### config.mk
export PLATFORM = sky130hd
export DESIGN_NAME = double_ended_priority_queue
export DESIGN_NICKNAME = d
export VERILOG_FILES = /design/src/sv/dedpq_pkg.sv /design/src/sv/dedpq_sorted_row.sv /design/src/sv/dedpq_datapath.sv /design/src/sv/dedpq_ctrl.sv /design/src/sv/double_ended_priority_queue.sv
export VERILOG_INCLUDE_DIRS = /design/src /design/src/sv
export SDC_FILE = /design/constraint.sdc
export NUM_CORES = 2
export LEC_CHECK = 0
export ABC_CLOCK_PERIOD_IN_PS = 6900
export BUFFER_PORTS_ARGS = -buffer_cell sky130_fd_sc_hd__buf_2
export CORE_MARGIN = 5
export CORE_UTILIZATION = 55
export CTS_CLUSTER_SIZE = 30
export DETAILED_ROUTE_END_ITERATION = 10
export GPL_TIMING_DRIVEN = 0
export PLACE_DENSITY = 0.71
export SETUP_SLACK_MARGIN = 0.2
export SYNTH_ARGS = -nofsm -noshare
export SYNTH_HDL_FRONTEND = slang
export SYNTH_SLANG_ARGS = --single-unit
### constraint.sdc
create_clock -name clock -period 6.9 [get_ports clock]
set_clock_uncertainty 0.1 [all_clocks]
set_input_delay 0.345 -clock clock [delete_from_list [all_inputs] [get_ports clock]]
set_output_delay 0.345 -clock clock [all_outputs]
set_load 0.02 [all_outputs]
### src/sv/double_ended_priority_queue_defines.svh
// Assertion macros shared by the double-ended priority queue RTL.
// No dependencies; included by files that carry concurrent checks.
`ifndef DOUBLE_ENDED_PRIORITY_QUEUE_DEFINES_SVH
`define DOUBLE_ENDED_PRIORITY_QUEUE_DEFINES_SVH

// Same-cycle implication, disabled during reset.
`define DEDPQ_ASSERT_IMPLY(label, clk, rst, ante, cons, msg) \
   label: assert property (@(posedge clk) disable iff (rst) (ante) |-> (cons)) \
      else $error(msg);

// Next-cycle implication, disabled during reset.
`define DEDPQ_ASSERT_NEXT(label, clk, rst, ante, cons, msg) \
   label: assert property (@(posedge clk) disable iff (rst) (ante) |=> (cons)) \
      else $error(msg);

`endif

### src/sv/dedpq_pkg.sv
// Types and codes for the double-ended priority queue.
// No dependencies; imported by the controller, datapath and top level.
package dedpq_pkg;

   typedef enum logic [1:0] {
      OP_INSERT  = 2'd0,
      OP_DEL_MAX = 2'd1,
      OP_DEL_MIN = 2'd2,
      OP_QUERY   = 2'd3
   } op_type;

   typedef enum logic [2:0] {
      ST_IDLE = 3'b001,
      ST_EXEC = 3'b010,
      ST_LOAD = 3'b100
   } ctrl_state_type;

   typedef struct packed {
      logic capture;
      logic exec;
      logic load;
   } dp_cmd_type;

   typedef struct packed {
      logic out_free;
   } dp_status_type;

endpackage

### src/sv/dedpq_sorted_row.sv
// One sorted row of value cells with parallel insert and front pop.
// No package dependency; instanced twice by dedpq_datapath.
module dedpq_sorted_row #(
   parameter int CAPACITY   = 16,
   parameter int VALUE_BITS = 32,
   parameter bit DESCENDING = 1'b0,
   localparam int COUNT_BITS = $clog2(CAPACITY + 1)
) (
   input  logic                         clock,
   input  logic                         ins_en,
   input  logic                         pop_en,
   input  logic signed [VALUE_BITS-1:0] key,
   input  logic        [COUNT_BITS-1:0] count,
   output logic signed [VALUE_BITS-1:0] front
);

   logic signed [VALUE_BITS-1:0] cell_ff [CAPACITY];
   logic [CAPACITY-1:0]          moves;

   for (genvar i = 0; i < CAPACITY; i++) begin : g_cell
      logic                         from_below;
      logic                         at_end;
      logic signed [VALUE_BITS-1:0] below_val;
      logic signed [VALUE_BITS-1:0] above_val;
      logic signed [VALUE_BITS-1:0] cell_in;

      // held entries that sit past the new key move up one place
      assign moves[i] = (COUNT_BITS'(i) < count) &&
                        (DESCENDING ? (cell_ff[i] < key) : (cell_ff[i] > key));
      assign at_end   = (COUNT_BITS'(i) == count);

      if (i == 0) begin : g_first
         assign from_below = 1'b0;
         assign below_val  = cell_ff[i];
      end else begin : g_rest
         assign from_below = moves[i-1];
         assign below_val  = cell_ff[i-1];
      end

      if (i == CAPACITY - 1) begin : g_last
         assign above_val = cell_ff[i];
      end else begin : g_inner
         assign above_val = cell_ff[i+1];
      end

      always_comb begin
         cell_in = cell_ff[i];
         if (ins_en) begin
            if (from_below) begin
               cell_in = below_val;
            end else if (moves[i] || at_end) begin
               cell_in = key;
            end
         end else if (pop_en) begin
            cell_in = above_val;
         end
      end

      always_ff @(posedge clock) begin
         cell_ff[i] <= cell_in;
      end
   end

   assign front = cell_ff[0];

endmodule

### src/sv/dedpq_datapath.sv
// Datapath: request capture, ascending and descending rows, count, response register.
// Depends on dedpq_pkg, dedpq_sorted_row and the assertion macro header.
`include "double_ended_priority_queue_defines.svh"
module dedpq_datapath
   import dedpq_pkg::*;
#(
   parameter int CAPACITY   = 16,
   parameter int VALUE_BITS = 32,
   localparam int COUNT_BITS = $clog2(CAPACITY + 1)
) (
   input  logic                         clock,
   input  logic                         reset,
   input  dp_cmd_type                   cmd,
   output dp_status_type                status,
   input  logic [1:0]                   req_operation,
   input  logic signed [VALUE_BITS-1:0] req_value,
   output logic                         rsp_valid,
   input  logic                         rsp_stall,
   output logic signed [VALUE_BITS-1:0] rsp_max_value,
   output logic signed [VALUE_BITS-1:0] rsp_min_value,
   output logic        [COUNT_BITS-1:0] rsp_entry_count,
   output logic                         rsp_rejected
);

   localparam logic [COUNT_BITS-1:0] FULL_COUNT = COUNT_BITS'(CAPACITY);

   op_type                       op_ff;
   logic signed [VALUE_BITS-1:0] value_ff;
   logic        [COUNT_BITS-1:0] count_ff, count_in;
   logic                         rejected_ff, rejected_in;
   logic                         rsp_valid_ff, rsp_valid_in;
   logic signed [VALUE_BITS-1:0] max_ff, min_ff;
   logic        [COUNT_BITS-1:0] entry_count_ff;
   logic                         rsp_rejected_ff;

   logic                         full, empty;
   logic                         do_insert, pop_asc, pop_desc;
   logic signed [VALUE_BITS-1:0] asc_front, desc_front;

   assign full  = (count_ff == FULL_COUNT);
   assign empty = (count_ff == '0);

   always_comb begin
      do_insert   = 1'b0;
      pop_asc     = 1'b0;
      pop_desc    = 1'b0;
      count_in    = count_ff;
      rejected_in = rejected_ff;
      if (cmd.exec) begin
         rejected_in = 1'b0;
         case (op_ff)
            OP_INSERT: begin
               if (full) begin
                  rejected_in = 1'b1;
               end else begin
                  do_insert = 1'b1;
                  count_in  = count_ff + 1'b1;
               end
            end
            OP_DEL_MAX: begin
               if (empty) begin
                  rejected_in = 1'b1;
               end else begin
                  pop_desc = 1'b1;
                  count_in = count_ff - 1'b1;
               end
            end
            OP_DEL_MIN: begin
               if (empty) begin
                  rejected_in = 1'b1;
               end else begin
                  pop_asc  = 1'b1;
                  count_in = count_ff - 1'b1;
               end
            end
            default: begin
               rejected_in = 1'b0;
            end
         endcase
      end
   end

   // both rows hold the same values; each drops its own front only
   dedpq_sorted_row #(
      .CAPACITY   (CAPACITY),
      .VALUE_BITS (VALUE_BITS),
      .DESCENDING (1'b0)
   ) u_asc_row (
      .clock  (clock),
      .ins_en (do_insert),
      .pop_en (pop_asc),
      .key    (value_ff),
      .count  (count_ff),
      .front  (asc_front)
   );

   dedpq_sorted_row #(
      .CAPACITY   (CAPACITY),
      .VALUE_BITS (VALUE_BITS),
      .DESCENDING (1'b1)
   ) u_desc_row (
      .clock  (clock),
      .ins_en (do_insert),
      .pop_en (pop_desc),
      .key    (value_ff),
      .count  (count_ff),
      .front  (desc_front)
   );

   always_comb begin
      rsp_valid_in = rsp_valid_ff;
      if (cmd.load) begin
         rsp_valid_in = 1'b1;
      end else if (rsp_valid_ff && !rsp_stall) begin
         rsp_valid_in = 1'b0;
      end
   end

   assign status.out_free = !rsp_valid_ff || !rsp_stall;

   always_ff @(posedge clock) begin
      if (reset) begin
         count_ff     <= '0;
         rejected_ff  <= 1'b0;
         rsp_valid_ff <= 1'b0;
      end else begin
         count_ff     <= count_in;
         rejected_ff  <= rejected_in;
         rsp_valid_ff <= rsp_valid_in;
      end
   end

   always_ff @(posedge clock) begin
      if (cmd.capture) begin
         op_ff    <= op_type'(req_operation);
         value_ff <= req_value;
      end
      if (cmd.load) begin
         max_ff          <= empty ? '0 : desc_front;
         min_ff          <= empty ? '0 : asc_front;
         entry_count_ff  <= count_ff;
         rsp_rejected_ff <= rejected_ff;
      end
   end

   assign rsp_valid       = rsp_valid_ff;
   assign rsp_max_value   = max_ff;
   assign rsp_min_value   = min_ff;
   assign rsp_entry_count = entry_count_ff;
   assign rsp_rejected    = rsp_rejected_ff;

   `DEDPQ_ASSERT_NEXT(a_insert_counts, clock, reset,
      cmd.exec && (op_ff == OP_INSERT) && !full,
      count_ff == $past(count_ff) + 1'b1, "insert did not bump count")
   `DEDPQ_ASSERT_IMPLY(a_load_when_free, clock, reset,
      cmd.load, !(rsp_valid_ff && rsp_stall), "response overwritten while held")
   `DEDPQ_ASSERT_IMPLY(a_min_not_above_max, clock, reset,
      rsp_valid_ff && (entry_count_ff != '0), min_ff <= max_ff, "min above max")

endmodule

### src/sv/dedpq_ctrl.sv
// Controller: one-hot sequencer for capture, update and response load.
// Depends on dedpq_pkg and the assertion macro header.
`include "double_ended_priority_queue_defines.svh"
module dedpq_ctrl
   import dedpq_pkg::*;
(
   input  logic          clock,
   input  logic          reset,
   input  logic          req_valid,
   output logic          req_stall,
   input  dp_status_type status,
   output dp_cmd_type    cmd
);

   ctrl_state_type state_ff, state_in;

   always_comb begin
      state_in    = state_ff;
      cmd         = '0;
      req_stall   = 1'b1;
      case (state_ff)
         ST_IDLE: begin
            req_stall = 1'b0;
            if (req_valid) begin
               cmd.capture = 1'b1;
               state_in    = ST_EXEC;
            end
         end
         ST_EXEC: begin
            cmd.exec = 1'b1;
            state_in = ST_LOAD;
         end
         ST_LOAD: begin
            if (status.out_free) begin
               cmd.load = 1'b1;
               state_in = ST_IDLE;
            end
         end
         default: begin
            state_in = ST_IDLE;
         end
      endcase
   end

   always_ff @(posedge clock) begin
      if (reset) begin
         state_ff <= ST_IDLE;
      end else begin
         state_ff <= state_in;
      end
   end

   `DEDPQ_ASSERT_NEXT(a_exec_then_load, clock, reset,
      cmd.exec, state_ff == ST_LOAD, "update not followed by load")

endmodule

### src/sv/double_ended_priority_queue.sv
// Double-ended priority queue of signed values with bounded capacity.
// Request channel (req_): operation (insert, delete largest, delete smallest,
// query) and a value for inserts. Response channel (rsp_): largest and
// smallest values held after the request (0 when empty), the entry count,
// and a rejected flag for an insert when full or a delete when empty.
// Both channels use valid/stall; a transfer happens when valid is high and
// stall is low.
// After a request is accepted, the sorted rows are updated, then the response
// is loaded when the output is free. The sequencer takes one request at a
// time (capture, update, load); no new request is taken until it is loaded.
// Values sit in two sorted shift-register rows (ascending and descending)
// updated in parallel, so largest and smallest are always at fixed cells.
// A request may be accepted while the previous response is still held.
// If the receiver stalls, the response holds and the sequencer waits before
// loading the next response, then stalls new requests.
// Reset (synchronous, active high) empties the queue and drops any response.
// Dependencies: dedpq_pkg, dedpq_ctrl, dedpq_datapath, dedpq_sorted_row.
module double_ended_priority_queue
   import dedpq_pkg::*;
#(
   parameter int CAPACITY   = 16,
   parameter int VALUE_BITS = 32,
   localparam int COUNT_BITS = $clog2(CAPACITY + 1)
) (
   input  logic                         clock,
   input  logic                         reset,
   input  logic                         req_valid,
   output logic                         req_stall,
   input  logic [1:0]                   req_operation,
   input  logic signed [VALUE_BITS-1:0] req_value,
   output logic                         rsp_valid,
   input  logic                         rsp_stall,
   output logic signed [VALUE_BITS-1:0] rsp_max_value,
   output logic signed [VALUE_BITS-1:0] rsp_min_value,
   output logic        [COUNT_BITS-1:0] rsp_entry_count,
   output logic                         rsp_rejected
);

   dp_cmd_type    cmd;
   dp_status_type status;

   dedpq_ctrl u_ctrl (
      .clock     (clock),
      .reset     (reset),
      .req_valid (req_valid),
      .req_stall (req_stall),
      .status    (status),
      .cmd       (cmd)
   );

   dedpq_datapath #(
      .CAPACITY   (CAPACITY),
      .VALUE_BITS (VALUE_BITS)
   ) u_datapath (
      .clock           (clock),
      .reset           (reset),
      .cmd             (cmd),
      .status          (status),
      .req_operation   (req_operation),
      .req_value       (req_value),
      .rsp_valid       (rsp_valid),
      .rsp_stall       (rsp_stall),
      .rsp_max_value   (rsp_max_value),
      .rsp_min_value   (rsp_min_value),
      .rsp_entry_count (rsp_entry_count),
      .rsp_rejected    (rsp_rejected)
   );

endmodule
==> metrics list <==
- Share of cell area taken by muxes after synthesis: 0.0815
* Critical path endpoint category: flip-flop
- Mapped Avg Cell Area: roughly 10 sq um
- Number of enable-type register cells in the synthesized netlist: ~1100
* Fin util: 0.623
* Destination of the worst hold path: u_datapath.value_ff[12]
- Across every metal layer, demand over resource in global routing totals 0.478.
* Clock-pin slew on the worst setup and hold paths: about 0.060 ns
- In this run the most critical hold path is launched from req_value[12].
- Final number of max-transition violations: approximately 330
- Actual slew at the worst max-slew pin: 1.73 ns
- The netlist uses 80 different library cells.
* Run status: finished, violations left
* Simple-gate area share of the yosys netlist: 0.140
- Register-to-register path setup slack: between 0.05 and 0.06 ns
- Entering global routing, the biggest net connects 35 pins.
- Vias post-DR: a little over 70000
- The share of total power dissipated in sequential elements is 0.441.
- Largest area contributor in the netlist: sky130_fd_sc_hd__edfxtp_1
- The share of synthesized area in the top cell type comes to 0.439.
- Routed WL per cell: 36.7 microns
* Area of the mapped netlist: around 77000 sq um
* Ys async rst share: 0
- In the routed design, unresolved DRC markers number 0.
- Post-CTS repair changed the size of 0 cells.
- Maximum fanout along the worst path: 10
- Clock Tree Root: sky130_fd_sc_hd__clkbuf_16
- In the routed layout, each cell is associated on average with a via count of 7.17.
* Number of antenna violations at the first check in global routing: just over 60
* Count of boundary I/O pins: 110
* Xor-xnor portion of the synthesized cell area: 0.00114
* Ratio of cells with drive above 1 in the final layout: 0.0810
* Hold/Removal Path Class: in -> reg
- Once layout is complete, the cells apart from fillers number between 9000 and 10000.
- Vias in the first global route: 67506
- Of the total power, the share spent switching nets is 0.273.
- CTS tree: done
* Number of clock sinks seen by CTS: 1138
* Slew HR: -0.155
* Buffer levels on the longest clock path: 3
- Cts bufs inserted: 138
- The floorplan has between 100 and 150 rows.
* Length of the first detailed-routing pass in iterations: 9
- The worst register-to-register path ends at u_datapath.u_desc_row.cell_ff[0][37].
- The wire-length estimate of the detail-placed layout is roughly 260000 microns.
- Data on the critical path arrives at its endpoint at ~7.3 ns.
* Failing checks: max-capacitance violations, max-slew violations
- Of the available clock period, the critical path in the final layout requires 0.992.
* Logic pwr share: 0.115
- Setup slack closes at about 0.06 ns.
- Number of endpoints with negative hold slack in the final report: 0
- Path type of the worst setup path: reg -> reg
- After layout, the design draws a total of 17.2 mW.
- The area fraction in compound gates after synthesis came to 0.142.
- From synthesis to final layout, the design area changed by 12.5%.
- Number of I/O port buffers: roughly 110
- With fillers left out, the area of the finished cells amounts to 86800 sq um.
* Required time of the worst setup path: ~7.3 ns
- Die Y: ~380 microns
- DR iter-0 viols: 10794
* Worst hold slack: around 0.13 ns
- The die covers 148000 sq um.
- Total wire length after detailed routing: around 360000 microns
* Placed Instance Area: 81600 sq um
* Startpoint of the worst register-to-register path: u_datapath.count_ff[0]
* Horizontal die dimension: between 300 and 400 microns
* Largest family of logic cells by synthesized area: adder cells
* Synth Area in Adders: 0.165
- Total nets after synthesis: roughly 8600
- Largest vdd supply drop: ~0.00023 V
- The worst hold path passes through 2 cells.
* Leak pwr: 37.4 nW
* Reported net switching power: 4.69 mW
- DRT antenna net count: 0
- The most used flip-flop cell after synthesis is sky130_fd_sc_hd__edfxtp_1.
* Wire length of the first global-routing pass: just under 500000 microns
- Initial Utilization: 0.553
* Register bit count reported by yosys: 1138
- The share of total power dissipated in the clock network is 0.444.
- For the worst-skew pair, the clock arrives at the later sink with an insertion delay of roughly 0.82 ns.
* Power density over the cells: between 150 and 200 nW/um^2
- Final RePlAce weighted congestion: approximately 1.1
- Number of placed instances, taps included: a little under 10000
- Worst setup SP type: flip-flop
- Setup total negative slack: 0 ns
* Cell internal pwr: around 12 mW
- Setup violations remaining at the end of the flow were counted as 0.
- The core region is between 100000 and 150000 sq um.
* Number of instances in the synthesized netlist: 7561
- In this run the number of H-tree levels came out at 4.
- Synthesis warning total: 0
* Fraction of the yosys area taken by sequential cells: 0.442
* Reported max-cap violation count: 35
- For the worst flop-to-flop path, the logic depth is 13.
* Leftover overflow at the end of global routing: 0
* Top cells by area, synth: sky130_fd_sc_hd__edfxtp_1 (44%), sky130_fd_sc_hd__ha_1 (16%), sky130_fd_sc_hd__mux2i_1 (8.0%)
* Highest Clock Rate: 0.146 GHz
* Pre-CTS worst setup slack: approximately 0.43 ns
- The final layout contains between 8000 and 9000 nets.
* Post-route minimum period: around 7 ns
- RSZ-0062 raised after global routing: no
==> state kept, by name (all words and copies together) (netlist names) <==
register	flops
u_datapath.rsp_max_value	32
u_datapath.rejected_ff	1
u_datapath.rsp_valid	1
u_datapath.u_asc_row.cell_ff	512
u_ctrl.state_ff	3
u_datapath.value_ff	32
u_datapath.rsp_entry_count	5
u_datapath.rsp_rejected	1
u_datapath.count_ff	5
u_datapath.op_ff	2
u_datapath.rsp_min_value	32
u_datapath.u_desc_row.cell_ff	512
==> kinds of logic (layout without fill, tap and decap cells) <==
| family | Yosys count | after routing |
|---|---|---|
| buffers and inverters | 518 | 977 |
| XOR/XNOR | 10 | 10 |
| AO/OA/AOI/OAI | 1840 | 1840 |
| multiplexers | 625 | 625 |
| flip-flops | 1138 | 1138 |
| adder cells (fa/ha/maj) | 1017 | 1017 |
| AND/OR/NAND/NOR | 2413 | 2413 |
| other | 0 | 54 |
==> cells in the final DEF (no fill, tap or decap), types with 25 or more instances in the layout <==
cell / synthesis / layout
sky130_fd_sc_hd__nand2_1: 1445 / 1440
sky130_fd_sc_hd__edfxtp_1: 1128 / 1128
sky130_fd_sc_hd__ha_1: 1017 / 1017
sky130_fd_sc_hd__o21ai_0: 820 / 801
sky130_fd_sc_hd__mux2i_1: 613 / 613
sky130_fd_sc_hd__a21oi_1: 415 / 414
sky130_fd_sc_hd__nand3_1: 314 / 314
sky130_fd_sc_hd__clkbuf_1: 319 / 300
sky130_fd_sc_hd__o211ai_1: 235 / 235
sky130_fd_sc_hd__nor2_1: 177 / 174
sky130_fd_sc_hd__nand4_1: 166 / 166
sky130_fd_sc_hd__buf_2: 58 / 166
sky130_fd_sc_hd__clkbuf_16: 0 / 140
sky130_fd_sc_hd__nor2b_1: 90 / 90
sky130_fd_sc_hd__a31oi_1: 80 / 79
sky130_fd_sc_hd__a21o_1: 70 / 70
sky130_fd_sc_hd__diode_2: 0 / 54
sky130_fd_sc_hd__clkbuf_2: 0 / 52
sky130_fd_sc_hd__inv_1: 80 / 49
sky130_fd_sc_hd__dlygate4sd3_1: 0 / 39
sky130_fd_sc_hd__nor3_1: 38 / 38
sky130_fd_sc_hd__nor4_1: 36 / 36
sky130_fd_sc_hd__buf_4: 32 / 35
sky130_fd_sc_hd__a211oi_1: 31 / 31
sky130_fd_sc_hd__buf_12: 1 / 30
sky130_fd_sc_hd__inv_4: 0 / 29
sky130_fd_sc_hd__and4_1: 29 / 29
sky130_fd_sc_hd__o211ai_2: 28 / 28
sky130_fd_sc_hd__nand2b_1: 25 / 25
sky130_fd_sc_hd__a221oi_1: 25 / 25
==> power by group through the flow <==
| stage | clock network, mW | registers (mW) | logic, mW |
|---|---|---|---|
| floorplan | 0 | 7.70 | 0.995 |
| global placement | 0 | 7.72 | 1.71 |
| detailed placement | 0 | 7.72 | 1.83 |
| CTS | 7.55 | 7.58 | 1.85 |
| global route | 7.85 | 7.58 | 2.05 |
| finish | 7.62 | 7.58 | 1.98 |
==> what timing repair did <==
| action | 4_1_cts | 5_1_grt |
|---|---|---|
| hold buffers | 39 | 0 |
| endpoints found under the hold margin | 61 | 0 |
| buffers inserted | 0 | 0 |
==> cell type report <==
| type | instances | area, sq um |
|---|---|---|
| Buffer | 438 | 1990 |
| Tap cell | 1876 | 2350 |
| Clock buffer | 175 | 3650 |
| Timing Repair Buffer | 207 | 2130 |
| Antenna cell | 54 | 135 |
| Sequential cell | 1138 | 34100 |
| Fill cell | 11610 | 52600 |
| Clock inverter | 77 | 901 |
| Multi-Input combinational cell | 5905 | 41200 |
| Inverter | 80 | 373 |
==> cell usage after synthesis, types with 16 or more instances <==
library cell and instances:
sky130_fd_sc_hd__a211oi_1 31, sky130_fd_sc_hd__nand2_1 1445, sky130_fd_sc_hd__buf_2 58, sky130_fd_sc_hd__inv_1 80, sky130_fd_sc_hd__buf_4 32, sky130_fd_sc_hd__a221o_1 17, sky130_fd_sc_hd__nor3b_1 16, sky130_fd_sc_hd__edfxtp_1 1128
sky130_fd_sc_hd__clkbuf_1 319, sky130_fd_sc_hd__nor2b_1 90, sky130_fd_sc_hd__nor4_1 36, sky130_fd_sc_hd__a31oi_1 80, sky130_fd_sc_hd__a21oi_1 415, sky130_fd_sc_hd__a221oi_1 25, sky130_fd_sc_hd__nand2b_1 25, sky130_fd_sc_hd__nor3_1 38
sky130_fd_sc_hd__nand4_1 166, sky130_fd_sc_hd__nor2_1 177, sky130_fd_sc_hd__a21o_1 70, sky130_fd_sc_hd__mux2i_1 613, sky130_fd_sc_hd__nand3_1 314, sky130_fd_sc_hd__buf_1 20, sky130_fd_sc_hd__and4_1 29, sky130_fd_sc_hd__o21ai_0 820
sky130_fd_sc_hd__o21ai_1 17, sky130_fd_sc_hd__o211ai_1 235, sky130_fd_sc_hd__o211ai_2 28, sky130_fd_sc_hd__ha_1 1017
==> worst max path at each step <==
stage                     slack [ns]               startpoint                                    to
after global placement         -2.69  u_datapath.value_ff[31]  u_datapath.u_asc_row.cell_ff[0][235]
after CTS                       0.43   u_datapath.count_ff[0]  u_datapath.u_desc_row.cell_ff[0][37]
after detailed placement        0.43   u_datapath.count_ff[0]  u_datapath.u_desc_row.cell_ff[0][39]
after global routing            0.21   u_datapath.count_ff[0]  u_datapath.u_desc_row.cell_ff[0][39]
final                           0.06   u_datapath.count_ff[0]  u_datapath.u_desc_row.cell_ff[0][37]
after floorplan                 0.78   u_datapath.value_ff[1]   u_datapath.u_asc_row.cell_ff[1][32]
==> worst max-delay path, stage by stage (launching register included) <==
cell and delay (ns):
sky130_fd_sc_hd__dfxtp_1 0.47, sky130_fd_sc_hd__clkbuf_1 0.49, sky130_fd_sc_hd__inv_1 0.22, sky130_fd_sc_hd__ha_1 0.35
sky130_fd_sc_hd__nand3_1 0.13, sky130_fd_sc_hd__and3_1 0.26, sky130_fd_sc_hd__clkbuf_1 0.98, sky130_fd_sc_hd__clkbuf_1 1.03
sky130_fd_sc_hd__clkbuf_1 1.07, sky130_fd_sc_hd__o211ai_1 0.21, sky130_fd_sc_hd__o211ai_1 0.48, sky130_fd_sc_hd__buf_4 0.32
sky130_fd_sc_hd__buf_4 0.22, sky130_fd_sc_hd__buf_6 0.17
==> per-layer routing <==
layer  vias to the layer above  global-route usage  part of all wire
li1                      29475                   -                 -
met1                     34020               0.571              0.35
met2                      6077               0.662              0.41
met3                      1727               0.194              0.15
met4                        12               0.416              0.10
met5                         -                   0           0.00024
No activity file was read; power rests on OpenSTA's default activity.
